File: src/hdl/wms_pkg.sv
package wms_pkg;

	// special characters of the reply search
	localparam logic [7:0] CH_O      = 8'h4F;
	localparam logic [7:0] CH_K      = 8'h4B;
	localparam logic [7:0] CH_PROMPT = 8'h3E;

	// link tails
	localparam logic [31:0] LINK_UP_TAIL   = 32'h2002_0000;
	localparam logic [23:0] LINK_DOWN_TAIL = 24'h64_0160;

	// register reset values
	localparam logic       REPLY_MODE_RST = 1'b1;
	localparam logic [7:0] WRAP_LIMIT_RST = 8'd150;

	// register index, taken from paddr[2]
	typedef enum logic {
		REG_REPLY_MODE = 1'b0,
		REG_WRAP_LIMIT = 1'b1
	} reg_idx_t;

	typedef struct packed {
		logic       reply_mode;
		logic [7:0] wrap_limit;
	} cfg_t;

	// one result beat; fields listed from the msb of m_tdata down
	typedef struct packed {
		logic       history_wrapped;
		logic       link_up;
		logic [7:0] message_index;
		logic [7:0] message_byte;
		logic       message_valid;
		logic [7:0] msg_len;
		logic       message_start;
		logic       reply_seen;
	} result_t;

endpackage

File: src/hdl/wifi_module_reply_scanner.sv
// A byte accepted into the input register passes to the result register, which drives m_tvalid.
// Throughput: one byte per cycle; the input register advances whenever the result
//   register is empty or its beat is taken in the same cycle.
// Reset (arst_n low, asynchronous): scanner state cleared, link down, reply_mode 1,
//   wrap_limit 150, both stream registers empty.
module wifi_module_reply_scanner (
	input  logic        clk,
	input  logic        arst_n,
	// config port
	input  logic        psel,
	input  logic        penable,
	input  logic        pwrite,
	input  logic [2:0]  paddr,
	input  logic [31:0] pwdata,
	output logic [31:0] prdata,
	output logic        pready,
	// receive stream
	input  logic        s_tvalid,
	output logic        s_tready,
	input  logic [7:0]  s_tdata,   // [7:0] rx_byte
	// result stream
	output logic        m_tvalid,
	input  logic        m_tready,
	output logic [31:0] m_tdata    // [0] reply_seen, [1] message_start,
	                               // [9:2] msg_len, [10] message_valid,
	                               // [18:11] message_byte, [26:19] message_index,
	                               // [27] link_up, [28] history_wrapped, [31:29] zero
);

	wms_pkg::cfg_t    cfg;
	wms_pkg::result_t res, res_q;

	logic       valid_s1;
	logic [7:0] byte_s1;
	logic       out_valid_q;
	logic       advance;

	wms_apb_regs u_regs (
		.clk     (clk),
		.arst_n  (arst_n),
		.psel    (psel),
		.penable (penable),
		.pwrite  (pwrite),
		.paddr   (paddr),
		.pwdata  (pwdata),
		.prdata  (prdata),
		.pready  (pready),
		.cfg     (cfg)
	);

	// the held byte moves on when the result register is free or draining
	assign advance  = valid_s1 && (!out_valid_q || m_tready);
	assign s_tready = !valid_s1 || advance;

	always_ff @(posedge clk or negedge arst_n) begin
		if (!arst_n) begin
			valid_s1 <= 1'b0;
		end else if (s_tready) begin
			valid_s1 <= s_tvalid;
		end
	end

	always_ff @(posedge clk) begin
		if (s_tready && s_tvalid)
			byte_s1 <= s_tdata;
	end

	// scanner state updates once per byte, as the result is captured
	wms_scan_core u_core (
		.clk     (clk),
		.arst_n  (arst_n),
		.step    (advance),
		.rx_byte (byte_s1),
		.cfg     (cfg),
		.res     (res)
	);

	always_ff @(posedge clk or negedge arst_n) begin
		if (!arst_n) begin
			out_valid_q <= 1'b0;
		end else if (advance) begin
			out_valid_q <= 1'b1;
		end else if (m_tready) begin
			out_valid_q <= 1'b0;
		end
	end

	always_ff @(posedge clk) begin
		if (advance)
			res_q <= res;
	end

	assign m_tvalid = out_valid_q;
	assign m_tdata  = {3'd0, res_q};

`ifndef SYNTHESIS
	// a started message never has zero length
	a_start_len: assert property (@(posedge clk) disable iff (!arst_n)
		out_valid_q && res_q.message_start |-> res_q.msg_len != 8'd0)
		else $error("message_start with zero length");

	// a body byte on a wrapping beat is lost and reads as zero
	a_wrap_body: assert property (@(posedge clk) disable iff (!arst_n)
		out_valid_q && res_q.message_valid && res_q.history_wrapped
		|-> res_q.message_byte == 8'd0)
		else $error("body byte survived a wrap");

	// no message output without the control-mode reply flag
	a_reply_msg: assert property (@(posedge clk) disable iff (!arst_n)
		out_valid_q && !res_q.reply_seen
		|-> !res_q.message_valid && !res_q.message_start)
		else $error("message output in reply mode");

	// a stalled byte stays in the input register
	a_hold_s1: assert property (@(posedge clk) disable iff (!arst_n)
		valid_s1 && !advance |=> valid_s1 && $stable(byte_s1))
		else $error("held byte lost");
`endif

endmodule

File: src/hdl/wms_apb_regs.sv
module wms_apb_regs (
	input  logic             clk,
	input  logic             arst_n,
	input  logic             psel,
	input  logic             penable,
	input  logic             pwrite,
	input  logic [2:0]       paddr,
	input  logic [31:0]      pwdata,
	output logic [31:0]      prdata,
	output logic             pready,
	output wms_pkg::cfg_t    cfg
);

	logic             wr_en;
	wms_pkg::reg_idx_t idx;
	wms_pkg::cfg_t    cfg_q;

	assign pready = 1'b1;
	assign wr_en  = psel && penable && pwrite;
	assign idx    = wms_pkg::reg_idx_t'(paddr[2]);

	always_ff @(posedge clk or negedge arst_n) begin
		if (!arst_n) begin
			cfg_q.reply_mode <= wms_pkg::REPLY_MODE_RST;
			cfg_q.wrap_limit <= wms_pkg::WRAP_LIMIT_RST;
		end else if (wr_en) begin
			case (idx)
				wms_pkg::REG_REPLY_MODE: cfg_q.reply_mode <= pwdata[0];
				wms_pkg::REG_WRAP_LIMIT: cfg_q.wrap_limit <= pwdata[7:0];
				default: ;
			endcase
		end
	end

	always_comb begin
		case (idx)
			wms_pkg::REG_REPLY_MODE: prdata = {31'd0, cfg_q.reply_mode};
			wms_pkg::REG_WRAP_LIMIT: prdata = {24'd0, cfg_q.wrap_limit};
			default:                 prdata = 32'd0;
		endcase
	end

	assign cfg = cfg_q;

endmodule

File: src/hdl/wms_scan_core.sv
module wms_scan_core (
	input  logic               clk,
	input  logic               arst_n,
	input  logic               step,
	input  logic [7:0]         rx_byte,
	input  wms_pkg::cfg_t      cfg,
	output wms_pkg::result_t   res
);

	logic [31:0] recent_q, recent_n, shifted;
	logic [7:0]  pos_q, pos_n, left_q, left_n, bidx_q, bidx_n;
	logic        opend_q, opend_n, nblk_q, nblk_n, conn_q, conn_n;

	logic        hit;
	logic [8:0]  pos_inc;
	logic [7:0]  cur, pos_use;

	always_comb begin
		shifted  = {recent_q[23:0], rx_byte};
		recent_n = shifted;
		pos_n    = pos_q;
		left_n   = left_q;
		bidx_n   = bidx_q;
		opend_n  = opend_q;
		nblk_n   = nblk_q;
		conn_n   = conn_q;
		hit      = 1'b0;
		pos_inc  = {1'b0, pos_q} + 9'd1;
		cur      = rx_byte;
		pos_use  = pos_q;
		res      = '0;

		// link tail sees the new byte before any clear
		if (shifted == wms_pkg::LINK_UP_TAIL)
			conn_n = 1'b1;
		if (shifted[23:0] == wms_pkg::LINK_DOWN_TAIL)
			conn_n = 1'b0;

		// string-search view
		if (!nblk_q) begin
			if (rx_byte == 8'd0) begin
				nblk_n  = 1'b1;
				opend_n = 1'b0;
			end else begin
				hit     = (rx_byte == wms_pkg::CH_PROMPT) ||
				          (rx_byte == wms_pkg::CH_K && opend_q);
				opend_n = (rx_byte == wms_pkg::CH_O);
			end
		end

		if (cfg.reply_mode) begin
			if (hit) begin
				res.reply_seen = 1'b1;
				recent_n = '0;
				pos_n    = '0;
				opend_n  = 1'b0;
				nblk_n   = 1'b0;
			end else if (pos_inc >= {1'b0, cfg.wrap_limit}) begin
				res.history_wrapped = 1'b1;
				recent_n = '0;
				pos_n    = '0;
				opend_n  = 1'b0;
				nblk_n   = 1'b0;
			end else begin
				pos_n = pos_inc[7:0];
			end
		end else begin
			res.reply_seen = 1'b1;
			// wrap drops this byte; history holds one zero
			if (pos_q >= cfg.wrap_limit) begin
				res.history_wrapped = 1'b1;
				recent_n = '0;
				opend_n  = 1'b0;
				nblk_n   = 1'b1;
				cur      = 8'd0;
				pos_use  = 8'd0;
			end
			if (left_q != 8'd0) begin
				res.message_valid = 1'b1;
				res.message_byte  = cur;
				res.message_index = bidx_q;
				if (bidx_q != 8'hFF)
					bidx_n = bidx_q + 8'd1;
				left_n = left_q - 8'd1;
			end
			if (pos_use > 8'd3 && recent_n[23:8] == 16'd0 && cur != 8'd0) begin
				res.message_start = 1'b1;
				res.msg_len       = cur;
				left_n = cur;
				bidx_n = 8'd0;
			end
			pos_n = (pos_use == 8'hFF) ? 8'hFF : pos_use + 8'd1;
		end

		res.link_up = conn_n;
	end

	always_ff @(posedge clk or negedge arst_n) begin
		if (!arst_n) begin
			recent_q <= '0;
			pos_q    <= '0;
			left_q   <= '0;
			bidx_q   <= '0;
			opend_q  <= 1'b0;
			nblk_q   <= 1'b0;
			conn_q   <= 1'b0;
		end else if (step) begin
			recent_q <= recent_n;
			pos_q    <= pos_n;
			left_q   <= left_n;
			bidx_q   <= bidx_n;
			opend_q  <= opend_n;
			nblk_q   <= nblk_n;
			conn_q   <= conn_n;
		end
	end

endmodule

File: config.mk
export PLATFORM = sky130hd
export DESIGN_NAME = wifi_module_reply_scanner
export DESIGN_NICKNAME = d
export VERILOG_FILES = /design/src/hdl/wms_pkg.sv /design/src/hdl/wifi_module_reply_scanner.sv /design/src/hdl/wms_apb_regs.sv /design/src/hdl/wms_scan_core.sv
export SDC_FILE = /design/constraint.sdc
export NUM_CORES = 1
export LEC_CHECK = 0
export ABC_CLOCK_PERIOD_IN_PS = 4940
export BUFFER_PORTS_ARGS = -buffer_cell sky130_fd_sc_hd__buf_2
export CAP_MARGIN = 20
export CORE_UTILIZATION = 25
export CTS_CLUSTER_DIAMETER = 30
export CTS_CLUSTER_SIZE = 40
export DETAILED_ROUTE_END_ITERATION = 12
export PLACE_DENSITY = 0.5
export SYNTH_ARGS = -nofsm -noshare
export SYNTH_HDL_FRONTEND = slang
export SYNTH_SLANG_ARGS = --single-unit
File: constraint.sdc
create_clock -name clk -period 4.94 [get_ports clk]
set_input_delay 1.235 -clock clk [delete_from_list [all_inputs] [get_ports clk]]
set_output_delay 1.235 -clock clk [all_outputs]
set_load 0.01 [all_outputs]
### Word level (Yosys, flattened, before mapping)

Index checks and enable logic that the tools add are counted.

| storage, ports and cells | value |
|---|---|
| register bits after elaboration | 99 |
| output and inout bits | 67 |

| operators by class | value |
|---|---|
| add/subtract/negate cells | 4 |
| order comparisons | 3 |
| reductions and logical operators | 25 |
| bitwise gates (word level) | 4 |
| mux-type cells | 44 |
| equal/unequal tests | 7 |

Operator list:

| kind | number |
|---|---|
| 2-to-1 mux 24 bit | 5 |
| 2-to-1 mux 8 bit | 13 |
| one-hot mux 32 bit (2 select lines) | 1 |
| == test 32 x 30 -> 1 bit, second input constant | 1 |
| 2-to-1 mux 1 bit | 25 |
| == test 24 x 23 -> 1 bit, second input constant | 1 |
| adder 8 x 1 -> 8 bit, second input constant | 2 |
| == test 8 x 7 -> 1 bit, second input constant | 2 |
| zero test 16 bit | 1 |
| nonzero test 8 bit | 2 |
| adder 8 x 1 -> 9 bit, second input constant | 1 |
| greater-or-equal comparator 9 x 8 -> 1 bit | 1 |
| == test 8 x 6 -> 1 bit, second input constant | 1 |
| == test 8 bit, second input constant | 1 |
| greater-or-equal comparator 8 bit | 1 |
| > comparator 8 x 2 -> 1 bit, second input constant | 1 |
| zero test 8 bit | 1 |
| != test 8 bit, second input constant | 1 |
| subtractor 8 x 1 -> 8 bit, second input constant | 1 |
| logical AND 1 bit | 7 |
| nonzero test 2 bit | 3 |
| inverter 1 bit | 4 |
| AND reduction 2 bit | 2 |
| AND reduction 4 bit | 1 |
| other kinds (4) | 8 |

### Logic depth before layout (Yosys ltp)

Gate-level depths: netlist (run 1).

| depth | value |
|---|---|
| word-level depth | 8 |
| gate-level depth with buffers | 13 |
| depth with buffers taken out | 12 |

### Cells and area by module

Synthesis (run 1) repeated with hierarchy kept, for this count alone.

| unflattened totals | value |
|---|---|
| cells, all modules | 502 |
| area total of the unflattened synthesis | 5490.3 um^2 |

Modules (own cells, without submodules):

| module | area an instance (um^2) | sequential area each (um^2) | times used | cells an instance |
|---|---|---|---|---|
| wms_scan_core | 3616.0 | 1276.2 | 1 | 397 |
| wifi_module_reply_scanner | 1241.2 | 1161.1 | 1 | 49 |
| wms_apb_regs | 633.1 | 231.5 | 1 | 56 |

### Worst setup path before layout (run 1)

Ideal clock, no wire load.

| timing path | value |
|---|---|
| kind | input to register |
| start point | input m_tready |
| end point | register u_core.pos_q[0] |
| path buffers | 1 |
| setup slack | 1.790 ns |
| stages | 6 |
| data arrival time | 3.065 ns |
| setup time | 0.085 ns |
| path through | nand2b_1 -> nand2_1 -> inv_2 -> clkbuf_1 -> o21ai_0 -> o21ai_0 |

| between the ends | value |
|---|---|
| word-level cells in the longest chain between the ends | 2 |

Ends and longest elaborated chain:

| what | RTL line | text |
|---|---|---|
| start: declaration | wifi_module_reply_scanner.sv:23 | `input logic m_tready,` |
| logical OR 1 bit | wifi_module_reply_scanner.sv:52 | `assign advance = valid_s1 && (!out_valid_q \|\| m_tready);` |
| logical AND 1 bit | wifi_module_reply_scanner.sv:52 |  |
| net advance | wifi_module_reply_scanner.sv:36 | `logic advance;` |
| end signal: assignment | wms_scan_core.sv:109 | `pos_q <= pos_n;` |
| end: declaration | wms_scan_core.sv:11 | `logic [7:0] pos_q, pos_n, left_q, left_n, bidx_q, bidx_n;` |

The timed path passes the listed nets, and every way through them passes these cells.
A chain may end at the register's enable or synchronous reset.

### Final worst setup path (run 1)

| timing path | value |
|---|---|
| start point | register u_core.pos_q[2] |
| end point | register u_core.recent_q[13] |

| between the ends | value |
|---|---|
| word-level cells in the longest chain between the ends | 5 |
| elaborated cells between the ends (all ways) | 8 |
| those cells by class | add/sub (1); order compare (2); mux (5) |

Ends and longest elaborated chain:

| what | RTL line | text |
|---|---|---|
| adder 8 x 1 -> 9 bit | wms_scan_core.sv:28 | `pos_inc = {1'b0, pos_q} + 9'd1;` |
| greater-or-equal comparator 9 x 8 -> 1 bit | wms_scan_core.sv:58 | `end else if (pos_inc >= {1'b0, cfg.wrap_limit}) begin` |
| 2-to-1 mux 24 bit | wms_scan_core.sv:58 |  |
| 2-to-1 mux 24 bit | wms_scan_core.sv:52 | `if (hit) begin` |
| 2-to-1 mux 24 bit * | wms_scan_core.sv:51 | `if (cfg.reply_mode) begin` |
| end signal: assignment | wms_scan_core.sv:108 | `recent_q <= recent_n;` |
| end: declaration | wms_scan_core.sv:10 | `logic [31:0] recent_q, recent_n, shifted;` |

Mark *: on every way between the ends. The rest lies on a longest branch, timed or not. The select of a mux whose other input is x is not followed.

==> results of run 1 <==
[power by group through the flow]
stage	Clock, mW	Sequential, mW	Combinational [mW]
after floorplan	0	1.21	0.616
after global placement	0	1.26	0.774
after detailed placement	0	1.27	0.796
after CTS	0.718	1.25	0.801
after global routing	0.753	1.28	0.898
final	0.696	1.25	0.788
[cell families after synthesis]
logic type | after synthesis | synth area share [%]
adders and majority gates | 20 | 4.84
and+or+nand+nor | 156 | 17.1
xor gates and xnor gates | 8 | 1.36
muxes | 10 | 2.18
buffers and inverters | 62 | 7.04
DFF | 99 | 51.6
other | 2 | 0.145
AOI/OAI and AO/OA | 111 | 15.7
[sequential cells by signal, summed over array words and instances, names as in the netlist]
name and flops:
u_core.left_q 8, m_tvalid 1, u_core.conn_q 1, valid_s1 1
m_tdata 29, u_core.nblk_q 1, u_core.pos_q 8, byte_s1 8
u_core.bidx_q 8, u_core.opend_q 1, u_core.recent_q 24, u_regs.cfg 9
[placed cells by master (no fill, tap or decap), types with 4 or more instances in the layout]
master	n
a21o_1	5
a21oi_1	14
a22o_1	29
a31oi_1	4
a32oi_1	4
and2_1	20
and3_1	18
buf_2	62
buf_4	6
clkbuf_16	9
conb_1	28
dfrtp_1	57
dfstp_2	5
edfxtp_1	37
ha_1	20
inv_1	16
mux2_2	10
nand2_1	23
nand2b_1	6
nand3_1	9
nand4_1	7
nor2_1	32
nor3_1	9
nor4_1	7
o21ai_0	17
o21ai_1	6
o2bb2ai_1	6
xnor2_1	5
[critical path: cells and delay by family, from the launching register on]
family / cells / cell delay, ns
adders and majority gates: 1 / 0.27
DFF: 1 / 0.52
and+or+nand+nor: 6 / 1.27
buffers and inverters: 1 / 0.26
xor gates and xnor gates: 1 / 0.21
AOI/OAI and AO/OA: 3 / 1.04
[final cells by class]
type | count | area [µm²]
tap | 270 | 338
sequential | 99 | 2670
clock buffer | 10 | 239
multi-input combinational | 333 | 2240
timing repair buffer | 68 | 355
inverter | 17 | 63.8
clock inverter | 6 | 56.3
fill | 2073 | 14300
[how the worst max path moves through the flow]
| stage | startpoint | endpoint | slack [ns] | cells past startpoint |
|---|---|---|---|---|
| detailed placement | u_core.pos_q[2]$_DFFE_PN0P_ | u_core.recent_q[23]$_DFFE_PN0P_ | 1.32 | 12 |
| global placement | u_core.pos_q[2]$_DFFE_PN0P_ | u_core.recent_q[16]$_DFFE_PN0P_ | 1.36 | 12 |
| finish | u_core.pos_q[2]$_DFFE_PN0P_ | u_core.recent_q[13]$_DFFE_PN0P_ | 1.31 | 12 |
| global route | u_core.pos_q[2]$_DFFE_PN0P_ | u_core.recent_q[22]$_DFFE_PN0P_ | 1.05 | 12 |
| CTS | u_core.pos_q[2]$_DFFE_PN0P_ | u_core.recent_q[22]$_DFFE_PN0P_ | 1.29 | 12 |
| floorplan | m_tready | u_core.pos_q[0]$_DFFE_PN0P_ | 1.79 | 6 |
[metrics by stage]
stage          setup WS (ns)  power (mW)  hold WS (ns)
2_1_floorplan           1.79        1.83         0.457
3_3_place_gp            1.36        2.03         0.475
3_5_place_dp            1.32        2.06         0.490
4_1_cts                 1.29        2.77         0.502
5_1_grt                 1.05        2.93         0.519
6_report                1.31        2.73         0.499
[routing by layer]
layer	track usage (%)	vias to the layer above	part of all wire (%)
met3	3.07	16	5.7
met4	3.37	0	1.4
met2	19.4	113	50
met5	0	-	0
li1	-	1802	-
met1	14.0	1834	43
==> metrics, run 1 <==
Critical Path Sink Type register; dpl cells 787; fin cells around 800; H-tree level count 3; Finished Cell Area between 5000 and 6000 µm²; vias in the first global route 3838; launch point of the worst reg-to-reg path u_core.pos_q[2]$_DFFE_PN0P_; Via density between 4 and 5; yosys warns 0; top-area cell type share of the netlist area 27.6%; GRT Util Overall 11.4%; clock power share 25.5%; layout cell share with drive strength beyond 1 21.4%; number of nets in the layout 598; die width approximately 150 µm; Mapped Avg Cell Area roughly 11 µm²; Slew HR approximately a third; CP arrival between 3 and 4 ns; Seq/Total Area, Yosys around half; Routed Antenna Nets 0; cell count of the worst reg-to-reg path 12; Initial DRC Count 190; drt drc 0; f_max 0.276 GHz; Clock Tree Root clkbuf_16; Comb power frac 28.8%; Reg2Reg Capture Point u_core.recent_q[13]$_DFFE_PN0P_; Synth Register Bits 99; final WL around 11000 µm; Detailed Place HPWL 8110 µm; switching share of power between 30% and 40%; Hold Crit Endpoint m_tvalid$_DFFE_PN0P_; Final Util 29.4%; P_sw 0.942 mW; CTS Hold Bufs 0; final hold vios 0; clock period minus worst slack roughly 3.6 ns; Crit Path Category reg2reg; worst hold path startpoint valid_s1$_DFFE_PN0N_; core area 20200 µm²; r2r setup slk 1.31 ns; Synth Cell Area 5170 µm²; Slew Limit Fails 0; Synth async-reset ratio 62.6%; CTS tree built; CTS Buf Count 9; first-pass GRT wire length slightly below 20000 µm; Row Count 52; clk sinks 99; drt wl/cell 14.2 µm; Synth-to-Final Area Change 15.2%; first-pass iteration count of the detailed router 4; DIE AREA 21300 µm²; Worst Tran Pin Value 0.991 ns; # diodes 0; worst clock skew around 0.0085 ns; Worst VDD drop ~180 µV; power per cell area roughly 460 nW/µm²; clk buf depth 2; initial antenna violation count 0; CP Launch Type register; min-delay worst type reg2reg; Synth top cells by count 57 x dfrtp_1, 37 x edfxtp_1, 32 x nor2_1; crit-path max cell delay 0.52 ns; register share of total power 45.7%; Ports 117; RSZ-0062 raised after global routing no; IO buf count 62; status finished, final reports clean; Worst Path Required 5.23 ns; Critical Path Slowest Stage Cell dfrtp_1; Post-synth EDFFs 37; Top FF cell, synth dfrtp_1; post-cts resize count 0; # Post-CTS Setup Buffers 0; grt total ovfl 0; Final Cycle Share about 73%; die height 146 µm; depth of the worst hold-timing path 1; critical path cell sequence and2_0 > and4_1 > nand3_1 > xnor2_1 > ha_1 > and3_1 > a221oi_1 > nand2_1 > o32a_2 > nor2_2 > buf_4 > a22o_1; synth top area cells dfrtp_1 28%, edfxtp_1 21%, a22o_1 4.9%; setup tns final 0 ns; via count 3765; RePlAce Congestion slightly below 0.8; most numerous cell in the Yosys netlist dfrtp_1; cell taking the most area after synthesis dfrtp_1; final setup vio count 0; cell-internal power about 1.8 mW; Initial Util approximately a quarter; largest net degree at the start of global routing 47; Static Leak 2.59 nW; Area after DPL roughly 5700 µm²; Post-Syn Instances 468; Worst-Skew Late Latency 0.35 ns; count of unique library cells instantiated by Yosys 69; crit-path max FO 24; clk slew on worst S/H paths 0.07 ns; max_cap viols 0
No activity file was read; power rests on OpenSTA's default activity.
==> run 2: changes to the inputs <==
--- a/config.mk
+++ b/config.mk
@@ -5,7 +5,7 @@
 export SDC_FILE = /design/constraint.sdc
 export NUM_CORES = 1
 export LEC_CHECK = 0
-export ABC_CLOCK_PERIOD_IN_PS = 4940
+export ABC_CLOCK_PERIOD_IN_PS = 3400
 export BUFFER_PORTS_ARGS = -buffer_cell sky130_fd_sc_hd__buf_2
 export CAP_MARGIN = 20
 export CORE_UTILIZATION = 25
==> constraint.sdc (replaced) <==
create_clock -name clk -period 3.4 [get_ports clk]
set_input_delay 0.85 -clock clk [delete_from_list [all_inputs] [get_ports clk]]
set_output_delay 0.85 -clock clk [all_outputs]
set_load 0.01 [all_outputs]
==> run 2 against run 1 <==
Effect of this change:
- first-iteration DRC count rose by 12%
- clock skew increased by 0.0035 ns
- count of clock-buffer cells in the layout stayed put
- critical endpoint is now u_core.recent_q[16]$_DFFE_PN0P_
- largest power group unchanged
==> metrics, run 2 (synthesis results as in run 1) <==
status finished, final reports clean; Area after DPL between 5000 and 6000 µm²; Initial Util 25.6%; CP Launch Type register; Slew Limit Fails 0; Worst Tran Pin Value 0.917 ns; power after layout 4.04 mW; final setup vio count 0; most frequent cells in the layout 62 x buf_2, 57 x dfrtp_1, 37 x edfxtp_1; Initial DRC Count 212; Routed Antenna Nets 0; Detailed Place HPWL around 8400 µm; grt total ovfl 0; die height 146 µm; drt wl/cell between 10 and 15 µm; number of nets in the layout 608; DIE AREA roughly 21000 µm²; final WL 11800 µm; f_max about 0.32 GHz; Critical Path Sink Type register; RePlAce Congestion 0.808; clock period minus worst slack slightly above 3 ns; CTS Buf Count 9; max_cap viols 0; commonest non-fill, non-tap cell in the layout buf_2; final hold vios 0; Top Family by Delay on Critical Path simple AND/OR/NAND/NOR gates; die width 146 µm; # Post-CTS Setup Buffers 0; largest net degree at the start of global routing 47; CTS Hold Bufs 0; min-delay worst type reg2reg; CTS tree built; Static Leak about 2.6 nW; first-pass GRT wire length 19500 µm; clk sinks 99; clk slew on worst S/H paths 0.07 ns; drt drc 0; RSZ-0062 raised after global routing no; H-tree level count 3; Clock Tree Root clkbuf_16; via count 3814; Synth-to-Final Area Change 17.0%; vias in the first global route 3710; layout cell share with drive strength beyond 1 23.0%; # diodes 0; Via density 4.69; setup tns final 0 ns; critical path cell sequence and2_0 > and4_1 > nand3_1 > xnor2_1 > ha_1 > and3_1 > a221oi_2 > nand2_1 > o32a_2 > nor2_2 > buf_12 > a22o_1; core area 20200 µm²; worst clock skew 0.0121 ns; filler instances 2109; Worst VDD drop about 250 µV; CP arrival 3.38 ns; Critical Path Slowest Stage Cell dfrtp_1; Crit Path Category reg2reg; crit-path max FO 24; Worst Path Required 3.68 ns; GRT Util Overall 11.5%; power per cell area 667 nW/µm²; max FFs per register 29; Row Count 52; Buf/Inv on CP 1; Finished Cell Area 6050 µm²; clk buf depth 2; first-pass iteration count of the detailed router 4; initial antenna violation count 0; crit-path max cell delay 0.39 ns; IO buf count 62; Final Cycle Share about nine tenths; Worst-Skew Late Latency around 0.34 ns; Slew HR between 30% and 40%; Ports ~120; r2r setup slk 0.30 ns
-- run 2: cell types whose count changed in the layout (fill, tap and decap cells not counted) --
cell	delta
clkinvlp_4	-1
buf_4	+9
a221oi_2	+1
clkinv_4	+2
a221oi_1	-1
inv_6	-1
buf_12	+1
-- run 2: cell type report --
type	count	area (µm²)	share of cell area, %
well taps	270	338	5.58
multi-input cells	333	2240	37.0
repair buffers	78	443	7.32
inverters	17	63.8	1.05
clock buffers	10	239	3.95
clock inverters	6	57.6	0.951
flip-flops and latches	99	2670	44.1
-- run 2: timing repair --
| action | in CTS | in global routing |
|---|---|---|
| endpoints found under the hold margin | 0 | 0 |
| setup endpoints to repair | 0 | 1 |
| resized for setup | 0 | 1 |
-- run 2: path summary, 6_finish.rpt --
kind / start / end / cells after the start
max in group asynchronous: arst_n / u_core.recent_q[15]$_DFFE_PN0P_ / 2
worst max-delay path: u_core.pos_q[2]$_DFFE_PN0P_ / u_core.recent_q[16]$_DFFE_PN0P_ / 12
min in group asynchronous: arst_n / u_regs.cfg[0]$_DFFE_PN0P_ / 1
worst min-delay path: valid_s1$_DFFE_PN0N_ / m_tvalid$_DFFE_PN0P_ / 1
worst min register to register: valid_s1$_DFFE_PN0N_ / m_tvalid$_DFFE_PN0P_ / 1
worst max register to register: u_core.pos_q[2]$_DFFE_PN0P_ / u_core.recent_q[16]$_DFFE_PN0P_ / 12
-- run 2: routing by layer --
metal | GRT usage, % | share of wire (%) | vias up
li1 | - | - | 1828
met3 | 2.88 | 5.0 | 4
met5 | 0 | 0 | -
met4 | 2.58 | 0.19 | 0
met1 | 15.1 | 44 | 1877
met2 | 18.9 | 51 | 105
-- run 2: per-stage QoR --
stage / utilization, % / setup slack [ns] / instances / hold WS (ns)
floorplan: - / 0.330 / 494 / 0.457
global placement: 28.4 / 0.283 / 797 / 0.475
detailed placement: 28.4 / 0.243 / 797 / 0.493
CTS: 29.9 / 0.211 / 813 / 0.512
global route: 29.9 / 0.0866 / 813 / 0.523
finish: 29.9 / 0.301 / 813 / 0.498
-- run 2: where the power goes --
part           internal, mW  switching [mW]  total, mW
combinational         0.583           0.662       1.25
clock                 0.532           0.472       1.00
sequential             1.53           0.254       1.79
